## src/design/mrw_pkg.sv

```systemverilog
package mrw_pkg;

  localparam int unsigned NumWidthDefault = 32;

  // Controller states.
  typedef enum logic [3:0] {
    StIdle,
    StShift,
    StWitness,
    StPowStart,
    StPowMul,
    StPowSqr,
    StCheck,
    StLoopSqr,
    StLoopCheck,
    StDone
  } state_e;

  // Reduction unit operations.
  typedef enum logic [1:0] {
    OpWit,
    OpAccMul,
    OpBaseSqr,
    OpXSqr
  } op_e;

  // Commands from controller to datapath.
  typedef struct packed {
    logic load;
    logic shift_d;
    logic start;
    op_e  op;
    logic init_pow;
    logic set_result;
    logic res_verdict;
    logic res_screened;
  } cmd_t;

  // Status from datapath to controller.
  typedef struct packed {
    logic le1;
    logic le3;
    logic even;
    logic d_even;
    logic busy;
    logic e_zero;
    logic e_lsb;
    logic x_one;
    logic x_nm1;
    logic r_more;
  } sts_t;

endpackage

```

## src/design/mrw_modred.sv

```systemverilog
// Restoring bit-serial reduction: rem = (a * b) mod m, or word mod m.
// The product or word is loaded first, then one dividend bit is shifted in per cycle.
module mrw_modred #(
  parameter int unsigned W = mrw_pkg::NumWidthDefault
) (
  input  logic             clk_i,
  input  logic             rst_ni,
  input  logic             start_i,
  input  logic             word_sel_i,
  input  logic [31:0]      word_i,
  input  logic [W-1:0]     a_i,
  input  logic [W-1:0]     b_i,
  input  logic [W-1:0]     m_i,
  output logic             busy_o,
  output logic [W-1:0]     rem_o
);
  import mrw_pkg::*;

  // The dividend register holds either a full product or the 32-bit random word.
  localparam int unsigned PW = (2 * W > 32) ? 2 * W : 32;
  localparam int unsigned CntW = $clog2(PW + 1);

  logic [PW-1:0]   prod_q, prod_d;
  logic [2*W-1:0]  mult;
  logic [W:0]      rem_q, rem_d;
  logic [W-1:0]    m_q;
  logic [CntW-1:0] cnt_q, cnt_d;
  logic            busy_q, busy_d;
  logic [W+1:0]    trial;

  assign mult = a_i * b_i;

  // One shift-subtract step.
  always_comb begin
    trial = {rem_q, prod_q[PW-1]} - {2'b00, m_q};
    prod_d = prod_q;
    rem_d = rem_q;
    cnt_d = cnt_q;
    busy_d = busy_q;
    if (start_i) begin
      if (word_sel_i) begin
        prod_d = PW'(word_i);
      end else begin
        prod_d = PW'(mult);
      end
      rem_d = '0;
      cnt_d = CntW'(PW);
      busy_d = 1'b1;
    end else if (busy_q) begin
      prod_d = {prod_q[PW-2:0], 1'b0};
      if (!trial[W+1]) begin
        rem_d = trial[W:0];
      end else begin
        rem_d = {rem_q[W-1:0], prod_q[PW-1]};
      end
      cnt_d = cnt_q - 1'b1;
      if (cnt_q == CntW'(1)) begin
        busy_d = 1'b0;
      end
    end
  end

  always_ff @(posedge clk_i or negedge rst_ni) begin
    if (!rst_ni) begin
      busy_q <= 1'b0;
      cnt_q <= '0;
    end else begin
      busy_q <= busy_d;
      cnt_q <= cnt_d;
    end
  end

  always_ff @(posedge clk_i) begin
    prod_q <= prod_d;
    rem_q <= rem_d;
    if (start_i) begin
      m_q <= m_i;
    end
  end

  assign busy_o = busy_q;
  assign rem_o = rem_q[W-1:0];

endmodule

```

## src/design/mrw_datapath.sv

```systemverilog
// Datapath: operand registers, exponent shifter and the shared reduction unit.
module mrw_datapath #(
  parameter int unsigned W = mrw_pkg::NumWidthDefault
) (
  input  logic             clk_i,
  input  logic             rst_ni,
  input  mrw_pkg::cmd_t    cmd_i,
  input  logic [31:0]      candidate_i,
  input  logic [31:0]      random_word_i,
  output mrw_pkg::sts_t    sts_o,
  output logic             verdict_o,
  output logic             screened_o
);
  import mrw_pkg::*;

  localparam int unsigned RW = $clog2(W + 1);

  logic [W-1:0]  n_q, d_q, acc_q, base_q, nm1;
  logic [31:0]   rnd_q;
  logic [RW-1:0] r_q;
  logic          verdict_q, screened_q;
  logic [W-1:0]  red_a, red_b, red_m, red_rem;
  logic          red_busy;
  logic          red_word;

  assign nm1 = n_q - 1'b1;

  // The witness step reduces the whole 32-bit random word by n-4.
  assign red_word = (cmd_i.op == OpWit);

  always_comb begin
    red_m = n_q;
    red_a = acc_q;
    red_b = base_q;
    case (cmd_i.op)
      OpWit: begin
        red_m = n_q - W'(4);
      end
      OpAccMul: begin
        red_a = acc_q;
        red_b = base_q;
      end
      OpBaseSqr: begin
        red_a = base_q;
        red_b = base_q;
      end
      OpXSqr: begin
        red_a = acc_q;
        red_b = acc_q;
      end
      default: ;
    endcase
  end

  mrw_modred #(.W(W)) u_red (
    .clk_i      (clk_i),
    .rst_ni     (rst_ni),
    .start_i    (cmd_i.start),
    .word_sel_i (red_word),
    .word_i     (rnd_q),
    .a_i        (red_a),
    .b_i        (red_b),
    .m_i        (red_m),
    .busy_o     (red_busy),
    .rem_o      (red_rem)
  );

  logic busy_prev_q;
  op_e  op_q;
  logic done_pulse;
  assign done_pulse = busy_prev_q && !red_busy;

  always_ff @(posedge clk_i or negedge rst_ni) begin
    if (!rst_ni) begin
      busy_prev_q <= 1'b0;
      verdict_q <= 1'b0;
      screened_q <= 1'b0;
    end else begin
      busy_prev_q <= red_busy;
      if (cmd_i.set_result) begin
        verdict_q <= cmd_i.res_verdict;
        screened_q <= cmd_i.res_screened;
      end
    end
  end

  // Operand registers; results land when the reduction finishes.
  always_ff @(posedge clk_i) begin
    if (cmd_i.start) begin
      op_q <= cmd_i.op;
    end
    if (cmd_i.load) begin
      n_q <= candidate_i[W-1:0];
      rnd_q <= random_word_i;
      d_q <= candidate_i[W-1:0] - 1'b1;
      r_q <= '0;
    end else if (cmd_i.shift_d) begin
      d_q <= d_q >> 1;
      r_q <= r_q + 1'b1;
    end else if (cmd_i.init_pow) begin
      acc_q <= W'(1);
    end else if (done_pulse) begin
      case (op_q)
        OpWit:     base_q <= red_rem + W'(2);
        OpAccMul:  acc_q <= red_rem;
        OpBaseSqr: begin
          base_q <= red_rem;
          d_q <= d_q >> 1;
        end
        OpXSqr: begin
          acc_q <= red_rem;
          r_q <= r_q - 1'b1;
        end
        default: ;
      endcase
    end
  end

  always_comb begin
    sts_o.le1 = candidate_i[W-1:0] <= W'(1);
    sts_o.le3 = candidate_i[W-1:0] <= W'(3);
    sts_o.even = !candidate_i[0];
    sts_o.d_even = !d_q[0];
    sts_o.busy = red_busy || busy_prev_q;
    sts_o.e_zero = d_q == '0;
    sts_o.e_lsb = d_q[0];
    sts_o.x_one = acc_q == W'(1);
    sts_o.x_nm1 = acc_q == nm1;
    sts_o.r_more = r_q > RW'(1);
  end

  assign verdict_o = verdict_q;
  assign screened_o = screened_q;

endmodule

```

## src/design/mrw_ctrl.sv

```systemverilog
// Controller: sequences screen, split, witness, exponentiation and squaring loop.
module mrw_ctrl (
  input  logic          clk_i,
  input  logic          rst_ni,
  input  logic          in_valid_i,
  output logic          in_stall_o,
  output logic          out_valid_o,
  input  logic          out_stall_i,
  input  mrw_pkg::sts_t sts_i,
  output mrw_pkg::cmd_t cmd_o
);
  import mrw_pkg::*;

  state_e state_q, state_d;
  logic   out_valid_q, out_valid_d;

  // Next state and commands.
  always_comb begin
    state_d = state_q;
    out_valid_d = out_valid_q;
    cmd_o = '0;
    cmd_o.op = OpWit;
    if (out_valid_q && !out_stall_i) begin
      out_valid_d = 1'b0;
    end
    case (state_q)
      StIdle: begin
        if (in_valid_i && !out_valid_q) begin
          cmd_o.load = 1'b1;
          if (sts_i.le1 || (sts_i.even && !sts_i.le3)) begin
            cmd_o.set_result = 1'b1;
            cmd_o.res_screened = 1'b1;
            out_valid_d = 1'b1;
          end else if (sts_i.le3) begin
            cmd_o.set_result = 1'b1;
            cmd_o.res_verdict = 1'b1;
            cmd_o.res_screened = 1'b1;
            out_valid_d = 1'b1;
          end else begin
            state_d = StShift;
          end
        end
      end
      StShift: begin
        if (sts_i.d_even) begin
          cmd_o.shift_d = 1'b1;
        end else begin
          cmd_o.start = 1'b1;
          cmd_o.op = OpWit;
          state_d = StWitness;
        end
      end
      StWitness: begin
        if (!sts_i.busy) begin
          cmd_o.init_pow = 1'b1;
          state_d = StPowStart;
        end
      end
      StPowStart: begin
        if (sts_i.e_zero) begin
          state_d = StCheck;
        end else if (sts_i.e_lsb) begin
          cmd_o.start = 1'b1;
          cmd_o.op = OpAccMul;
          state_d = StPowMul;
        end else begin
          cmd_o.start = 1'b1;
          cmd_o.op = OpBaseSqr;
          state_d = StPowSqr;
        end
      end
      StPowMul: begin
        if (!sts_i.busy) begin
          cmd_o.start = 1'b1;
          cmd_o.op = OpBaseSqr;
          state_d = StPowSqr;
        end
      end
      StPowSqr: begin
        if (!sts_i.busy) begin
          state_d = StPowStart;
        end
      end
      StCheck: begin
        if (sts_i.x_one || sts_i.x_nm1) begin
          cmd_o.set_result = 1'b1;
          cmd_o.res_verdict = 1'b1;
          state_d = StDone;
        end else if (sts_i.r_more) begin
          cmd_o.start = 1'b1;
          cmd_o.op = OpXSqr;
          state_d = StLoopSqr;
        end else begin
          cmd_o.set_result = 1'b1;
          state_d = StDone;
        end
      end
      StLoopSqr: begin
        if (!sts_i.busy) begin
          state_d = StLoopCheck;
        end
      end
      StLoopCheck: begin
        if (sts_i.x_nm1) begin
          cmd_o.set_result = 1'b1;
          cmd_o.res_verdict = 1'b1;
          state_d = StDone;
        end else if (sts_i.x_one || !sts_i.r_more) begin
          cmd_o.set_result = 1'b1;
          state_d = StDone;
        end else begin
          cmd_o.start = 1'b1;
          cmd_o.op = OpXSqr;
          state_d = StLoopSqr;
        end
      end
      StDone: begin
        out_valid_d = 1'b1;
        state_d = StIdle;
      end
      default: state_d = StIdle;
    endcase
  end

  always_ff @(posedge clk_i or negedge rst_ni) begin
    if (!rst_ni) begin
      state_q <= StIdle;
      out_valid_q <= 1'b0;
    end else begin
      state_q <= state_d;
      out_valid_q <= out_valid_d;
    end
  end

  assign in_stall_o = (state_q != StIdle) || out_valid_q;
  assign out_valid_o = out_valid_q;

  // A result is only raised from the idle or done state.
  assert property (@(posedge clk_i) disable iff (!rst_ni)
    $rose(out_valid_q) |-> ($past(state_q) == StIdle || $past(state_q) == StDone))
    else $error("result raised from a busy state");
  // No reduction starts while one is running.
  assert property (@(posedge clk_i) disable iff (!rst_ni)
    cmd_o.start |-> !sts_i.busy)
    else $error("reduction started while busy");
  // No input is taken while a result waits.
  assert property (@(posedge clk_i) disable iff (!rst_ni)
    out_valid_q |-> in_stall_o)
    else $error("input accepted with pending result");

endmodule

```

## src/design/miller_rabin_witness_round_unit.sv

```systemverilog
// One Miller-Rabin round per item on a NUM_WIDTH-bit candidate. Small and even
// candidates are answered with screened set, the result standing valid in the cycle
// after acceptance. Other items run on a single shared bit-serial reduction unit:
// one reduction for the witness, up to two per bit of d and one per squaring step,
// at most 2*NUM_WIDTH-1 in all. One item is in flight at a time; the input stalls
// until its result is taken.
module miller_rabin_witness_round_unit #(
  parameter int unsigned NUM_WIDTH = mrw_pkg::NumWidthDefault
) (
  input  logic        clk_i,
  input  logic        rst_ni,
  input  logic        in_valid_i,
  output logic        in_stall_o,
  input  logic [31:0] candidate_i,
  input  logic [31:0] random_word_i,
  output logic        out_valid_o,
  input  logic        out_stall_i,
  output logic        verdict_o,
  output logic        screened_o
);
  import mrw_pkg::*;

  cmd_t cmd;
  sts_t sts;

  mrw_ctrl u_ctrl (
    .clk_i       (clk_i),
    .rst_ni      (rst_ni),
    .in_valid_i  (in_valid_i),
    .in_stall_o  (in_stall_o),
    .out_valid_o (out_valid_o),
    .out_stall_i (out_stall_i),
    .sts_i       (sts),
    .cmd_o       (cmd)
  );

  mrw_datapath #(.W(NUM_WIDTH)) u_dp (
    .clk_i         (clk_i),
    .rst_ni        (rst_ni),
    .cmd_i         (cmd),
    .candidate_i   (candidate_i),
    .random_word_i (random_word_i),
    .sts_o         (sts),
    .verdict_o     (verdict_o),
    .screened_o    (screened_o)
  );

endmodule
```

## config.mk

```make
export PLATFORM = sky130hd
export DESIGN_NAME = miller_rabin_witness_round_unit
export DESIGN_NICKNAME = d
export VERILOG_FILES = /design/src/design/mrw_pkg.sv /design/src/design/mrw_modred.sv /design/src/design/mrw_datapath.sv /design/src/design/mrw_ctrl.sv /design/src/design/miller_rabin_witness_round_unit.sv
export SDC_FILE = /design/constraint.sdc
export NUM_CORES = 2
export LEC_CHECK = 0
export ABC_AREA = 0
export BUFFER_PORTS_ARGS = -buffer_cell sky130_fd_sc_hd__buf_2
export CAP_MARGIN = 5
export CORE_MARGIN = 2
export CORE_UTILIZATION = 39
export DETAILED_ROUTE_END_ITERATION = 10
export SLEW_MARGIN = 20
export SYNTH_ARGS = -nofsm -noshare
export SYNTH_HDL_FRONTEND = slang
export SYNTH_SLANG_ARGS = --single-unit
```

## constraint.sdc

```tcl
create_clock -name clk_i -period 12.95 [get_ports clk_i]
set_input_delay 0.6475 -clock clk_i [delete_from_list [all_inputs] [get_ports clk_i]]
set_output_delay 0.6475 -clock clk_i [all_outputs]
set_load 0.02 [all_outputs]
```

==> summary.md <==
| Metric | Value |
|---|---|
| Status | completed |
| GPL Wtd Cong | 0.9927 |
| Global Route Usage Sum | 24.40% |
| Final min period | 12240 ps |
| Mean post-synth cell area | 9.395 sq um |
| RR Endpoint | u_dp.u_red.prod_q[63]$_DFFE_PP_ |
| CTS tree | yes |
| Clock Path Buffers | 3 |
| Max_cap viols | 0 |
| R2R setup slack | 710 ps |
| DP Wirelength | 128.3 mm |
| Drt first pass iters | 7 |
| H-tree depth | 2 |
| Synth cell count leaders | inv_1 (936), fa_1 (897), nor2_1 (721), nand2_1 (595), ha_1 (305) |
| Cell mode on critical path | fa_1 |
| Largest net degree at the start of global routing | 84 |
| PortBufs | 71 |
| Post-synth top area cell | fa_1 |
| Largest delay contributor family on the critical path | adder cells |
| Gate Count Post-Synth | 5359 |
| Core ar. | 0.1278 sq mm |
| Slew @ Worst Pin | 1199 ps |
| Post-Syn Area | 0.05035 sq mm |
| Reg-to-reg startpoint | u_dp.n_q[2]$_DFFE_PP_ |
| Path type of the worst min-delay path | input pin to async pin |
| RSZ-0062 raised after global routing | no |
| Worst-path clk slew | 60 ps |
| Startpoint Class | register |
| Die width | 363.3 um |
| Dominant synthesized flop cell | edfxtp_1 |
| Synth Register Bits | 313 |
| Cts bufs inserted | 35 |
| Fmax | 81.69 MHz |
| Area grow syn2layout | 7.100% |
| Vias in the first global route | 39.66k |
| Total grt overflow | 0 |
| Critical path capture point type | register |
| CTS root buf | clkbuf_16 |
| Drt initial violations | 3098 |
| Synth top area cells | fa_1 (36%), edfxtp_1 (15%), ha_1 (7.6%) |
| Crit path required time | 13280 ps |
| Wire length per cell | 22.69 um |
| Layout cells sized above 1 | 7.635% |
| Syn_nets | 6629 |
| Total negative setup slack | 0 ps |
| Worst path max stage delay | 890 ps |
| Final Cycle Share | 94.53% |
| Critical path data arrival time | 12580 ps |
| Final WL | 159.0 mm |
| Register area share after synthesis | 17.73% |
| First-pass GRT wire length | 243.4 mm |
| DRC viols | 0 |
| CP max stage cell | mux2i_4 |
| Die area | 0.1320 sq mm |
| # clock sinks | 313 |
| Postcts setup bufs | 0 |
| Async S/R FF share, synth | 5.112% |
| Ys Warns | 0 |
| Initial antenna violation count | 6 |
| Clk_lat worst skew | 570 ps |
| Effective utilization at floorplan | 39.38% |
| # setup viols final | 0 |
| R2r worst-path depth | 36 |
| Site row count | 131 |
| Most frequent cell after synthesis | inv_1 |
| Worst Path Class, Setup | register to register |
| Worst path bufs/invs | 7 |
| Relative slew slack | 19.82% |
| Yosys cell types | 89 |
| DR vias | 38.08k |
| Crit Path Max Fanout | 21 |
| Crit path depth | 36 |
| Setup Skew | 26.84 ps |
| Die height | 363.3 um |
| Nets@finish | 6587 |
| Top cell type's share of synthesized area | 35.67% |
| Post-DR vias/cell | 5.433 |
| Final Hold Fails | 0 |
| Routed Antenna Nets | 0 |
| Post-synth EDFFs | 258 |
| I/O pin total | 72 |
| Max Slew Vio Count | 0 |
==> worst register-to-register path, delay by kind of cell (launching register included) <==
| kind | cells | cell delay (ps) |
|---|---|---|
| flops | 1 | 470 |
| simple gates | 5 | 1610 |
| buf+inv | 7 | 690 |
| compound gates | 13 | 3500 |
| fa+ha+maj | 10 | 4800 |
| mux | 1 | 930 |
==> metal layers <==
layer	track usage, %	share of wire [%]
met5	0	0.012
met4	11.10	5.3
met3	4.551	8.2
met2	38.61	45
met1	32.53	41
==> flip-flops by register name (all words and copies together) (netlist names) <==
register / cells
u_ctrl.state_q: 4
u_dp.busy_prev_q: 1
u_dp.base_q: 32
u_dp.u_red.cnt_q: 7
u_dp.u_red.rem_q: 33
u_ctrl.out_valid_o: 1
u_dp.rnd_q: 32
u_dp.r_q: 6
u_dp.u_red.m_q: 32
u_dp.screened_o: 1
u_dp.u_red.busy_o: 1
u_dp.n_q: 32
u_dp.acc_q: 32
u_dp.u_red.prod_q: 64
u_dp.verdict_o: 1
u_dp.d_q: 32
u_dp.op_q: 2
==> what timing repair did <==
action                     4_1_cts  5_1_grt
setup endpoints to repair        0        7
hold buffers                     0        0
gates resized for setup          0        3
==> stage by stage <==
step	std cells	setup WS [ps]	utilization (%)	instance area, sq um	hold slack (ps)
6_report	7009	707.9	42.18	53920	40.67
5_1_grt	7006	105.7	42.17	53910	43.58
4_1_cts	7005	485.7	42.15	53880	23.69
3_5_place_dp	6941	565.5	41.21	52690	470.8
3_3_place_gp	6939	671.0	41.17	52630	455.3
2_1_floorplan	5359	2746	-	50350	351.9
==> layout by cell type (no fill, tap or decap), types with 71 or more instances in the layout <==
cell / instances
inv_1: 936
xor2_1: 83
nor2_1: 720
nand2_1: 593
a21oi_1: 168
xnor2_1: 144
nand3_1: 71
ha_1: 305
o21ai_0: 142
fa_1: 897
edfxtp_1: 258
buf_2: 71
buf_4: 114
==> how the worst max path moves through the flow <==
stage,start,end
global placement,u_dp.n_q[2]$_DFFE_PP_,u_dp.u_red.prod_q[63]$_DFFE_PP_
CTS,u_dp.n_q[2]$_DFFE_PP_,u_dp.u_red.prod_q[63]$_DFFE_PP_
global route,u_dp.n_q[2]$_DFFE_PP_,u_dp.u_red.prod_q[63]$_DFFE_PP_
floorplan,u_dp.n_q[3]$_DFFE_PP_,u_dp.u_red.prod_q[61]$_DFFE_PP_
detailed placement,u_dp.n_q[2]$_DFFE_PP_,u_dp.u_red.prod_q[63]$_DFFE_PP_
finish,u_dp.n_q[2]$_DFFE_PP_,u_dp.u_red.prod_q[63]$_DFFE_PP_
==> logic make-up after synthesis <==
kind of cell / synth area share (%)
flops: 17.73
fa+ha+maj: 43.25
simple gates: 14.48
mux: 4.436
buf+inv: 9.498
compound gates: 6.660
xor+xnor: 3.949
==> cell type report <==
type | count | area, sq um
Fill cell | 12590 | 73930
Multi-Input combinational cell | 3840 | 36900
Inverter | 938 | 3522
Sequential cell | 313 | 8930
Clock inverter | 13 | 183.9
Tap cell | 1662 | 2079
Antenna cell | 3 | 7.507
Timing Repair Buffer | 189 | 1294
Clock buffer | 51 | 1007
Power is not shown: default switching activity piles up to over one toggle a cycle in this logic, so the estimate is an artifact.
